==> config.mk <==
export PLATFORM = sky130hd
export DESIGN_NAME = fcfs_schedule_times
export DESIGN_NICKNAME = d
export VERILOG_FILES = /design/src/sv/fcfs_pkg.sv /design/src/sv/fcfs_ram.sv /design/src/sv/fcfs_schedule_times.sv
export SDC_FILE = /design/constraint.sdc
export NUM_CORES = 2
export LEC_CHECK = 0
export ABC_AREA = 0
export BUFFER_PORTS_ARGS = -buffer_cell sky130_fd_sc_hd__buf_2
export CORE_ASPECT_RATIO = 0.5
export CORE_MARGIN = 2
export CORE_UTILIZATION = 27
export CTS_BUF_LIST = sky130_fd_sc_hd__clkbuf_8
export CTS_CLUSTER_DIAMETER = 120
export CTS_CLUSTER_SIZE = 10
export DETAILED_ROUTE_END_ITERATION = 10
export GPL_ROUTABILITY_DRIVEN = 0
export PLACE_DENSITY = 0.41
export SETUP_SLACK_MARGIN = 0.02
export SLEW_MARGIN = 10
export SYNTH_ARGS = -nofsm -noshare
export SYNTH_HDL_FRONTEND = slang
export SYNTH_SLANG_ARGS = --single-unit
==> constraint.sdc <==
create_clock -name clk -period 8.9 [get_ports clk]
set_input_delay 0.89 -clock clk [delete_from_list [all_inputs] [get_ports clk]]
set_output_delay 0.89 -clock clk [all_outputs]
set_load 0.02 [all_outputs]
==> src/sv/fcfs_pkg.sv <==
// package: item types, widths and saturating helpers for the fcfs scheduler
`default_nettype none
package fcfs_pkg;

  localparam int TIME_W = 24;
  localparam int SUM_W  = 30;
  localparam int FLD_W  = 16;
  localparam int IDX_W  = 6;

  localparam logic [TIME_W-1:0] TIME_MAX = {TIME_W{1'b1}};
  localparam logic [SUM_W-1:0]  SUM_MAX  = {SUM_W{1'b1}};

  typedef struct packed {
    logic [FLD_W-1:0] arrival;
    logic [FLD_W-1:0] burst;
    logic             final_process;
  } fcfs_in_t;

  typedef struct packed {
    logic [IDX_W-1:0]  proc_index;
    logic [TIME_W-1:0] completion;
    logic [TIME_W-1:0] turnaround;
    logic [TIME_W-1:0] waiting;
    logic [SUM_W-1:0]  sum_turnaround;
    logic [SUM_W-1:0]  sum_waiting;
    logic              batch_end;
  } fcfs_out_t;

  typedef enum logic [2:0] {
    ST_LOAD,
    ST_SCAN,
    ST_PICK,
    ST_EMIT_RD,
    ST_EMIT_WR
  } fcfs_state_t;

  function automatic logic [TIME_W-1:0] time_add(input logic [TIME_W-1:0] a,
                                                 input logic [FLD_W-1:0] b);
    logic [TIME_W:0] s;
    s = {1'b0, a} + {{(TIME_W + 1 - FLD_W){1'b0}}, b};
    return s[TIME_W] ? TIME_MAX : s[TIME_W-1:0];
  endfunction

  function automatic logic [SUM_W-1:0] sum_add(input logic [SUM_W-1:0] a,
                                               input logic [TIME_W-1:0] b);
    logic [SUM_W:0] s;
    s = {1'b0, a} + {{(SUM_W + 1 - TIME_W){1'b0}}, b};
    return s[SUM_W] ? SUM_MAX : s[SUM_W-1:0];
  endfunction

endpackage
`default_nettype wire

==> src/sv/fcfs_ram.sv <==
// generic single-write, single-read ram with registered read data
`default_nettype none
module fcfs_ram #(
  parameter int WIDTH = 32,
  parameter int DEPTH = 32,
  parameter int AW    = (DEPTH > 1) ? $clog2(DEPTH) : 1
) (
  input  wire logic             clk,
  input  wire logic             we,
  input  wire logic [AW-1:0]    waddr,
  input  wire logic [WIDTH-1:0] wdata,
  input  wire logic [AW-1:0]    raddr,
  output logic      [WIDTH-1:0] rdata
);

  logic [WIDTH-1:0] mem [DEPTH];

  always_ff @(posedge clk) begin
    if (we) begin
      mem[waddr] <= wdata;
    end
    rdata <= mem[raddr];
  end

endmodule
`default_nettype wire

==> src/sv/fcfs_schedule_times.sv <==
// First-come-first-served batch scheduler.
// The proc channel loads one process (arrival, burst) per item into a table,
// one item per cycle while proc_stall is low, in load order. Items beyond MAX_PROCESSES are dropped.
// The item with final_process set is loaded too and starts scheduling; proc_stall
// is then high until the batch has been handed to the output register.
// Scheduling makes N picks for a batch of N; each pick streams the table out of
// the arrival/burst ram, one entry a cycle, waits for the read to drain, then
// updates time and writes the finish ram; the single read port of the table ram
// sets this one-entry-a-cycle pace.
// Results then leave on the res channel in load order, each through a ram read
// and then an output load, carrying running turnaround and waiting totals;
// batch_end marks the last. A stall on res holds the output register and the
// result sequence; the next batch can start loading while the last result waits.
// Reset (synchronous, active high) empties the batch, clears times and totals
// and the done flags; table contents are not cleared and need not be.
`default_nettype none
module fcfs_schedule_times #(
  parameter int MAX_PROCESSES = 32
) (
  input  wire logic                clk,
  input  wire logic                rst,
  input  wire logic                proc_valid,
  output logic                     proc_stall,
  input  wire fcfs_pkg::fcfs_in_t  proc,
  output logic                     res_valid,
  input  wire logic                res_stall,
  output fcfs_pkg::fcfs_out_t      res
);
  import fcfs_pkg::*;

  localparam int AW = (MAX_PROCESSES > 1) ? $clog2(MAX_PROCESSES) : 1;
  localparam int CW = $clog2(MAX_PROCESSES + 1);
  localparam logic [CW-1:0] CNT_MAX = CW'(MAX_PROCESSES);

  fcfs_state_t state, state_next;

  logic [CW-1:0]     count;
  logic [CW-1:0]     scan_idx;
  logic [CW-1:0]     pick_cnt;
  logic              rd_vld;
  logic [AW-1:0]     rd_idx;
  logic              best_found;
  logic [FLD_W-1:0]  best_arr;
  logic [FLD_W-1:0]  best_burst;
  logic [AW-1:0]     best_idx;
  logic [TIME_W-1:0] cur_time;
  logic [SUM_W-1:0]  sum_tat;
  logic [SUM_W-1:0]  sum_wt;
  logic [MAX_PROCESSES-1:0] done;

  logic [2*FLD_W-1:0] tbl_rdata;
  logic [TIME_W-1:0]  fin_rdata;

  // control decode
  logic              in_take;
  logic              tbl_we;
  logic              fin_we;
  logic              scan_issue;
  logic              emit_load;
  logic              batch_clear;
  logic              pick_last;
  logic              emit_last;

  // datapath values
  logic [FLD_W-1:0]  rd_arr;
  logic [FLD_W-1:0]  rd_burst;
  logic [TIME_W-1:0] pick_start;
  logic [TIME_W-1:0] pick_finish;
  logic [TIME_W-1:0] tat;
  logic [TIME_W-1:0] wt;
  logic [SUM_W-1:0]  sum_tat_next;
  logic [SUM_W-1:0]  sum_wt_next;

  assign rd_arr   = tbl_rdata[2*FLD_W-1:FLD_W];
  assign rd_burst = tbl_rdata[FLD_W-1:0];

  assign pick_last = (pick_cnt + CW'(1)) == count;
  assign emit_last = (scan_idx + CW'(1)) == count;

  fcfs_ram #(.WIDTH(2 * FLD_W), .DEPTH(MAX_PROCESSES), .AW(AW)) u_tbl_ram (
    .clk   (clk),
    .we    (tbl_we),
    .waddr (count[AW-1:0]),
    .wdata ({proc.arrival, proc.burst}),
    .raddr (scan_idx[AW-1:0]),
    .rdata (tbl_rdata)
  );

  fcfs_ram #(.WIDTH(TIME_W), .DEPTH(MAX_PROCESSES), .AW(AW)) u_fin_ram (
    .clk   (clk),
    .we    (fin_we),
    .waddr (best_idx),
    .wdata (pick_finish),
    .raddr (scan_idx[AW-1:0]),
    .rdata (fin_rdata)
  );

  // next state
  always_comb begin
    state_next = state;
    unique case (state)
      ST_LOAD: begin
        if (proc_valid && proc.final_process) begin
          state_next = ST_SCAN;
        end
      end
      ST_SCAN: begin
        if (scan_idx == count && !rd_vld) begin
          state_next = ST_PICK;
        end
      end
      ST_PICK: begin
        state_next = pick_last ? ST_EMIT_RD : ST_SCAN;
      end
      ST_EMIT_RD: begin
        state_next = ST_EMIT_WR;
      end
      ST_EMIT_WR: begin
        if (!res_valid || !res_stall) begin
          state_next = emit_last ? ST_LOAD : ST_EMIT_RD;
        end
      end
      default: begin
        state_next = ST_LOAD;
      end
    endcase
  end

  // outputs and strobes
  always_comb begin
    proc_stall  = 1'b1;
    in_take     = 1'b0;
    tbl_we      = 1'b0;
    fin_we      = 1'b0;
    scan_issue  = 1'b0;
    emit_load   = 1'b0;
    batch_clear = 1'b0;
    unique case (state)
      ST_LOAD: begin
        proc_stall = 1'b0;
        in_take    = proc_valid;
        tbl_we     = proc_valid && (count < CNT_MAX);
      end
      ST_SCAN: begin
        scan_issue = scan_idx < count;
      end
      ST_PICK: begin
        fin_we = 1'b1;
      end
      ST_EMIT_RD: begin
      end
      ST_EMIT_WR: begin
        emit_load   = !res_valid || !res_stall;
        batch_clear = emit_load && emit_last;
      end
      default: begin
      end
    endcase
  end

  always_comb begin
    pick_start  = (cur_time < TIME_W'(best_arr)) ? TIME_W'(best_arr) : cur_time;
    pick_finish = time_add(pick_start, best_burst);
  end

  always_comb begin
    tat          = (fin_rdata > TIME_W'(rd_arr)) ? fin_rdata - TIME_W'(rd_arr) : '0;
    wt           = (tat > TIME_W'(rd_burst)) ? tat - TIME_W'(rd_burst) : '0;
    sum_tat_next = sum_add(sum_tat, tat);
    sum_wt_next  = sum_add(sum_wt, wt);
  end

  always_ff @(posedge clk) begin
    if (rst) begin
      state      <= ST_LOAD;
      count      <= '0;
      scan_idx   <= '0;
      pick_cnt   <= '0;
      rd_vld     <= 1'b0;
      best_found <= 1'b0;
      cur_time   <= '0;
      sum_tat    <= '0;
      sum_wt     <= '0;
      done       <= '0;
      res_valid  <= 1'b0;
    end else begin
      state  <= state_next;
      rd_vld <= scan_issue;

      if (tbl_we) begin
        count <= count + CW'(1);
      end
      if (in_take && proc.final_process) begin
        scan_idx   <= '0;
        pick_cnt   <= '0;
        best_found <= 1'b0;
      end

      if (scan_issue) begin
        scan_idx <= scan_idx + CW'(1);
      end
      // ties keep the lower index, so only a strictly earlier arrival wins
      if (rd_vld && !done[rd_idx] && (!best_found || rd_arr < best_arr)) begin
        best_found <= 1'b1;
      end

      if (state == ST_PICK) begin
        cur_time       <= pick_finish;
        done[best_idx] <= 1'b1;
        pick_cnt       <= pick_cnt + CW'(1);
        best_found     <= 1'b0;
        scan_idx       <= '0;
      end

      if (res_valid && !res_stall) begin
        res_valid <= 1'b0;
      end
      if (emit_load) begin
        res_valid <= 1'b1;
        sum_tat   <= sum_tat_next;
        sum_wt    <= sum_wt_next;
        scan_idx  <= scan_idx + CW'(1);
      end

      if (batch_clear) begin
        count    <= '0;
        cur_time <= '0;
        sum_tat  <= '0;
        sum_wt   <= '0;
        done     <= '0;
      end
    end
  end

  // payload registers
  always_ff @(posedge clk) begin
    rd_idx <= scan_idx[AW-1:0];
    if (rd_vld && !done[rd_idx] && (!best_found || rd_arr < best_arr)) begin
      best_arr   <= rd_arr;
      best_burst <= rd_burst;
      best_idx   <= rd_idx;
    end
    if (emit_load) begin
      res.proc_index     <= IDX_W'(scan_idx);
      res.completion     <= fin_rdata;
      res.turnaround     <= tat;
      res.waiting        <= wt;
      res.sum_turnaround <= sum_tat_next;
      res.sum_waiting    <= sum_wt_next;
      res.batch_end      <= emit_last;
    end
  end

  // every pick must have found an unfinished process
  a_pick_found: assert property (@(posedge clk) disable iff (rst)
    state == ST_PICK |-> best_found)
    else $error("pick without a candidate");

  a_pick_marks_done: assert property (@(posedge clk) disable iff (rst)
    state == ST_PICK |=> done[$past(best_idx)] || $past(batch_clear))
    else $error("picked process not marked done");

  a_pick_bound: assert property (@(posedge clk) disable iff (rst)
    state != ST_LOAD |-> pick_cnt <= count)
    else $error("more picks than processes");

  a_count_bound: assert property (@(posedge clk) disable iff (rst)
    count <= CNT_MAX)
    else $error("process count beyond table depth");

  a_last_result_idle: assert property (@(posedge clk) disable iff (rst)
    batch_clear |=> state == ST_LOAD && count == '0)
    else $error("batch not cleared after last result");

endmodule
`default_nettype wire
==> metrics.cfg <==
[run_status]
status = finished, final reports clean

[grt]
grt_max_degree = 131
grt_pass1_wl_um = 371300
grt_pass1_vias = 46680
gr-total-overflow = 0
grt_use_total = 0.1604
antenna_found_initial = 30

[setup_path]
critPathSlowestCell = a2111oi_4
critical_path_depth = 32
cp_top_family = compound AO/OA/AOI/OAI gates
arrival_ns = 8.90
end_kind = flop
r2r_cells = 32
path_max_fanout = 22
path_common_cell = a21oi_1
rrSetupSlack_ns = 0.86
max_stage_delay_ns = 0.46
crit_path_end = sum_wt[2]$_SDFFE_PP0P_
rr_endpoint = sum_wt[2]$_SDFFE_PP0P_
crit_path_start_kind = flop
required_ns = 9.76
crit_buf_inv = 3
worstSetupPathType = flop to flop
reg2reg_from = u_tbl_ram.rdata[16]$_DFF_P_
crit_start = u_tbl_ram.rdata[16]$_DFF_P_

[sta]
finalMaxSlewViolations = 0
max_clock_freq_ghz = 0.1244
setup_viol = 0
min_period_over_period = 0.9032
setup_tns_ns = 0
finClkSkew_ns = 0.1035
finalHoldViolCount = 0
relSlewSlack = 0.1874
tightest_slew_ns = 1.216
rsz0062_at_grt = false
period_minus_slack_ns = 8.038

[clock_tree]
root_buffer = clkbuf_8
clkTransAtPathRegs_ns = 0.09
cts.path.max_buffers = 4
cts_tree = built
insertion_delay_ns = 1.06
htree_levels = 4
numCtsBuffers = 242
hold_buffers = 0
clkSinkCount = 2169

[final_layout]
area_growth_pct = 12.35
final_common_cell = edfxtp_1
fin_cells = 9287
nets = 5035
layout.cells.most_common_list = edfxtp_1 (1968), mux4_2 (570), nor2_1 (257)
drive_gt1_frac = 0.2628

[yosys]
syn_inst = 4535
synthesis.nets = 4715
yosysWarnings = 0
syn-cell-area_mm2 = 0.08703
syn_area_per_cell_um2 = 19.19
yosysSeqAreaShare = 0.7253
synth_edf_count = 1968
yosys.cell_types.count = 82
ys_ff_latch = 2169
ys.flop_type = edfxtp_1
ys_async_sr_fraction = 0

[floorplan]
dieHeight_um = 405.5
start_util = 0.2713
die_area_mm2 = 0.3272
ios = 178
dieWidth_um = 806.9
core.rowCount = 147
coreArea_mm2 = 0.3208

[worst_hold_path]
worstHoldStart = rst
hp-class = input port to flop

[route]
routed_wl_um = 267800
drt_iter0_drc = 4078
vias = 45080
vias_per_cell = 4.854
detail-route-antenna-nets = 0
dr.pass1.iters = 9
route.detailed.wl_per_inst_um = 28.84
post-route-drc-count = 0

[pwr]
p_per_area_mw_per_mm2 = 212.8
pwr-share-seq = 0.556
clkPwrFrac = 0.292
internal-power_w = 0.01510
power.total_w = 0.02081
switching_power_w = 0.005710
p_sw_frac = 0.2744
combPwrFrac = 0.152
peakVddDrop_mv = 0.1057
leakagePower_nw = 30.72

[job]
drv_cap = 0

[placement]
dp_cells = 8929
hpwlAfterDp_um = 150900
port_buffers = 177

-- repair_timing --
item | CTS | global route
hold endpoints to repair | 0 | 0
buffers inserted | 0 | 2
resized for setup | 0 | 4
setup endpoints to repair | 0 | 57
-- metrics by stage --
step / hold slack [ns] / utilization / instance area (um2) / worst slack [ns]
global placement: 0.4137 / 0.2928 / 93930 / 0.4839
detailed placement: 0.4198 / 0.2928 / 93930 / 0.4535
finish: 0.3359 / 0.3048 / 97780 / 0.8617
floorplan: 0.3634 / - / 87030 / 1.704
global route: 0.2751 / 0.3048 / 97780 / 0.1403
CTS: 0.2099 / 0.3046 / 97710 / 0.3570
-- routing by layer --
metal  part of all wire  global-route usage
met1               0.46              0.2260
met2               0.48              0.2634
met3              0.041             0.02223
met4              0.024             0.03767
met5            0.00012                   0
-- synth_stat cells (18+ instances only) --
library cell | instances | share of area
nand3_1 | 47 | 0.0027
nand2b_1 | 25 | 0.0018
a21o_1 | 53 | 0.0046
o21ai_0 | 117 | 0.0067
or2_2 | 25 | 0.0018
a31oi_1 | 36 | 0.0026
mux4_2 | 570 | 0.15
xnor2_1 | 67 | 0.0067
nor3_1 | 53 | 0.0030
inv_1 | 80 | 0.0035
mux2_2 | 80 | 0.010
nor2_1 | 322 | 0.014
nand2_1 | 117 | 0.0050
edfxtp_1 | 1968 | 0.68
ha_1 | 138 | 0.020
xor2_1 | 41 | 0.0041
and3_1 | 18 | 0.0013
buf_1 | 61 | 0.0026
a21oi_1 | 133 | 0.0076
clkbuf_1 | 133 | 0.0057
dfxtp_1 | 201 | 0.046
-- sequential cells by signal (all words and copies together) (netlist names), 3 cells and up --
signal / flops
u_tbl_ram.mem: 1024
u_fin_ram.mem: 768
res: 139
done: 32
u_tbl_ram.rdata: 32
sum_tat: 30
sum_wt: 30
cur_time: 24
u_fin_ram.rdata: 24
best_arr: 16
best_burst: 16
count: 6
pick_cnt: 6
scan_idx: 6
best_idx: 5
rd_idx: 5
state: 3
-- cell families (layout without fill, tap and decap cells) --
logic type	Yosys count	after routing	share of synthesized area
compound gates	477	477	0.03481
xor+xnor	108	108	0.01087
fa+ha+maj	143	143	0.02099
buf+inv	285	711	0.01258
flops	2169	2169	0.7253
mux	655	655	0.1584
other cells	0	4	0
simple gates	698	699	0.03708
-- how the worst min path moves through the flow --
stage	end	slack, ns	depth (start not counted)
2_1_floorplan	rd_idx[2]$_DFF_P_	0.36	0
3_3_place_gp	res[109]$_DFFE_PP_	0.41	0
3_5_place_dp	res[120]$_DFFE_PP_	0.42	0
4_1_cts	rd_vld$_SDFF_PP0_	0.21	2
5_1_grt	rd_vld$_SDFF_PP0_	0.28	2
6_report	rd_vld$_SDFF_PP0_	0.34	2
-- area by class of cell --
class	count	area [um2]
well taps	4321	5406
diodes	4	10.01
inverters	81	311.5
fillers	31270	223000
clock buffers	244	3358
repair buffers	279	1752
multi-input cells	2082	23380
clock inverters	107	421.7
flip-flops and latches	2169	63140
-- worst reg2reg max path, delay by kind of cell (launching register included) --
family / cells / cell delay, ns
and+or+nand+nor: 8 / 1.60
adders and majority gates: 5 / 1.66
buffers and inverters: 3 / 0.44
AOI/OAI and AO/OA: 16 / 3.83
DFF: 1 / 0.36
-- power groups by stage --
stage	Combinational, W	Clock, W	Sequential (W)
after floorplan	0.00213	0	0.0117
after global placement	0.00315	0	0.0118
after detailed placement	0.00317	0	0.0118
after CTS	0.00318	0.00635	0.0116
after global routing	0.00345	0.00671	0.0116
final	0.00316	0.00608	0.0116
Power figures use the tool's default switching activity.
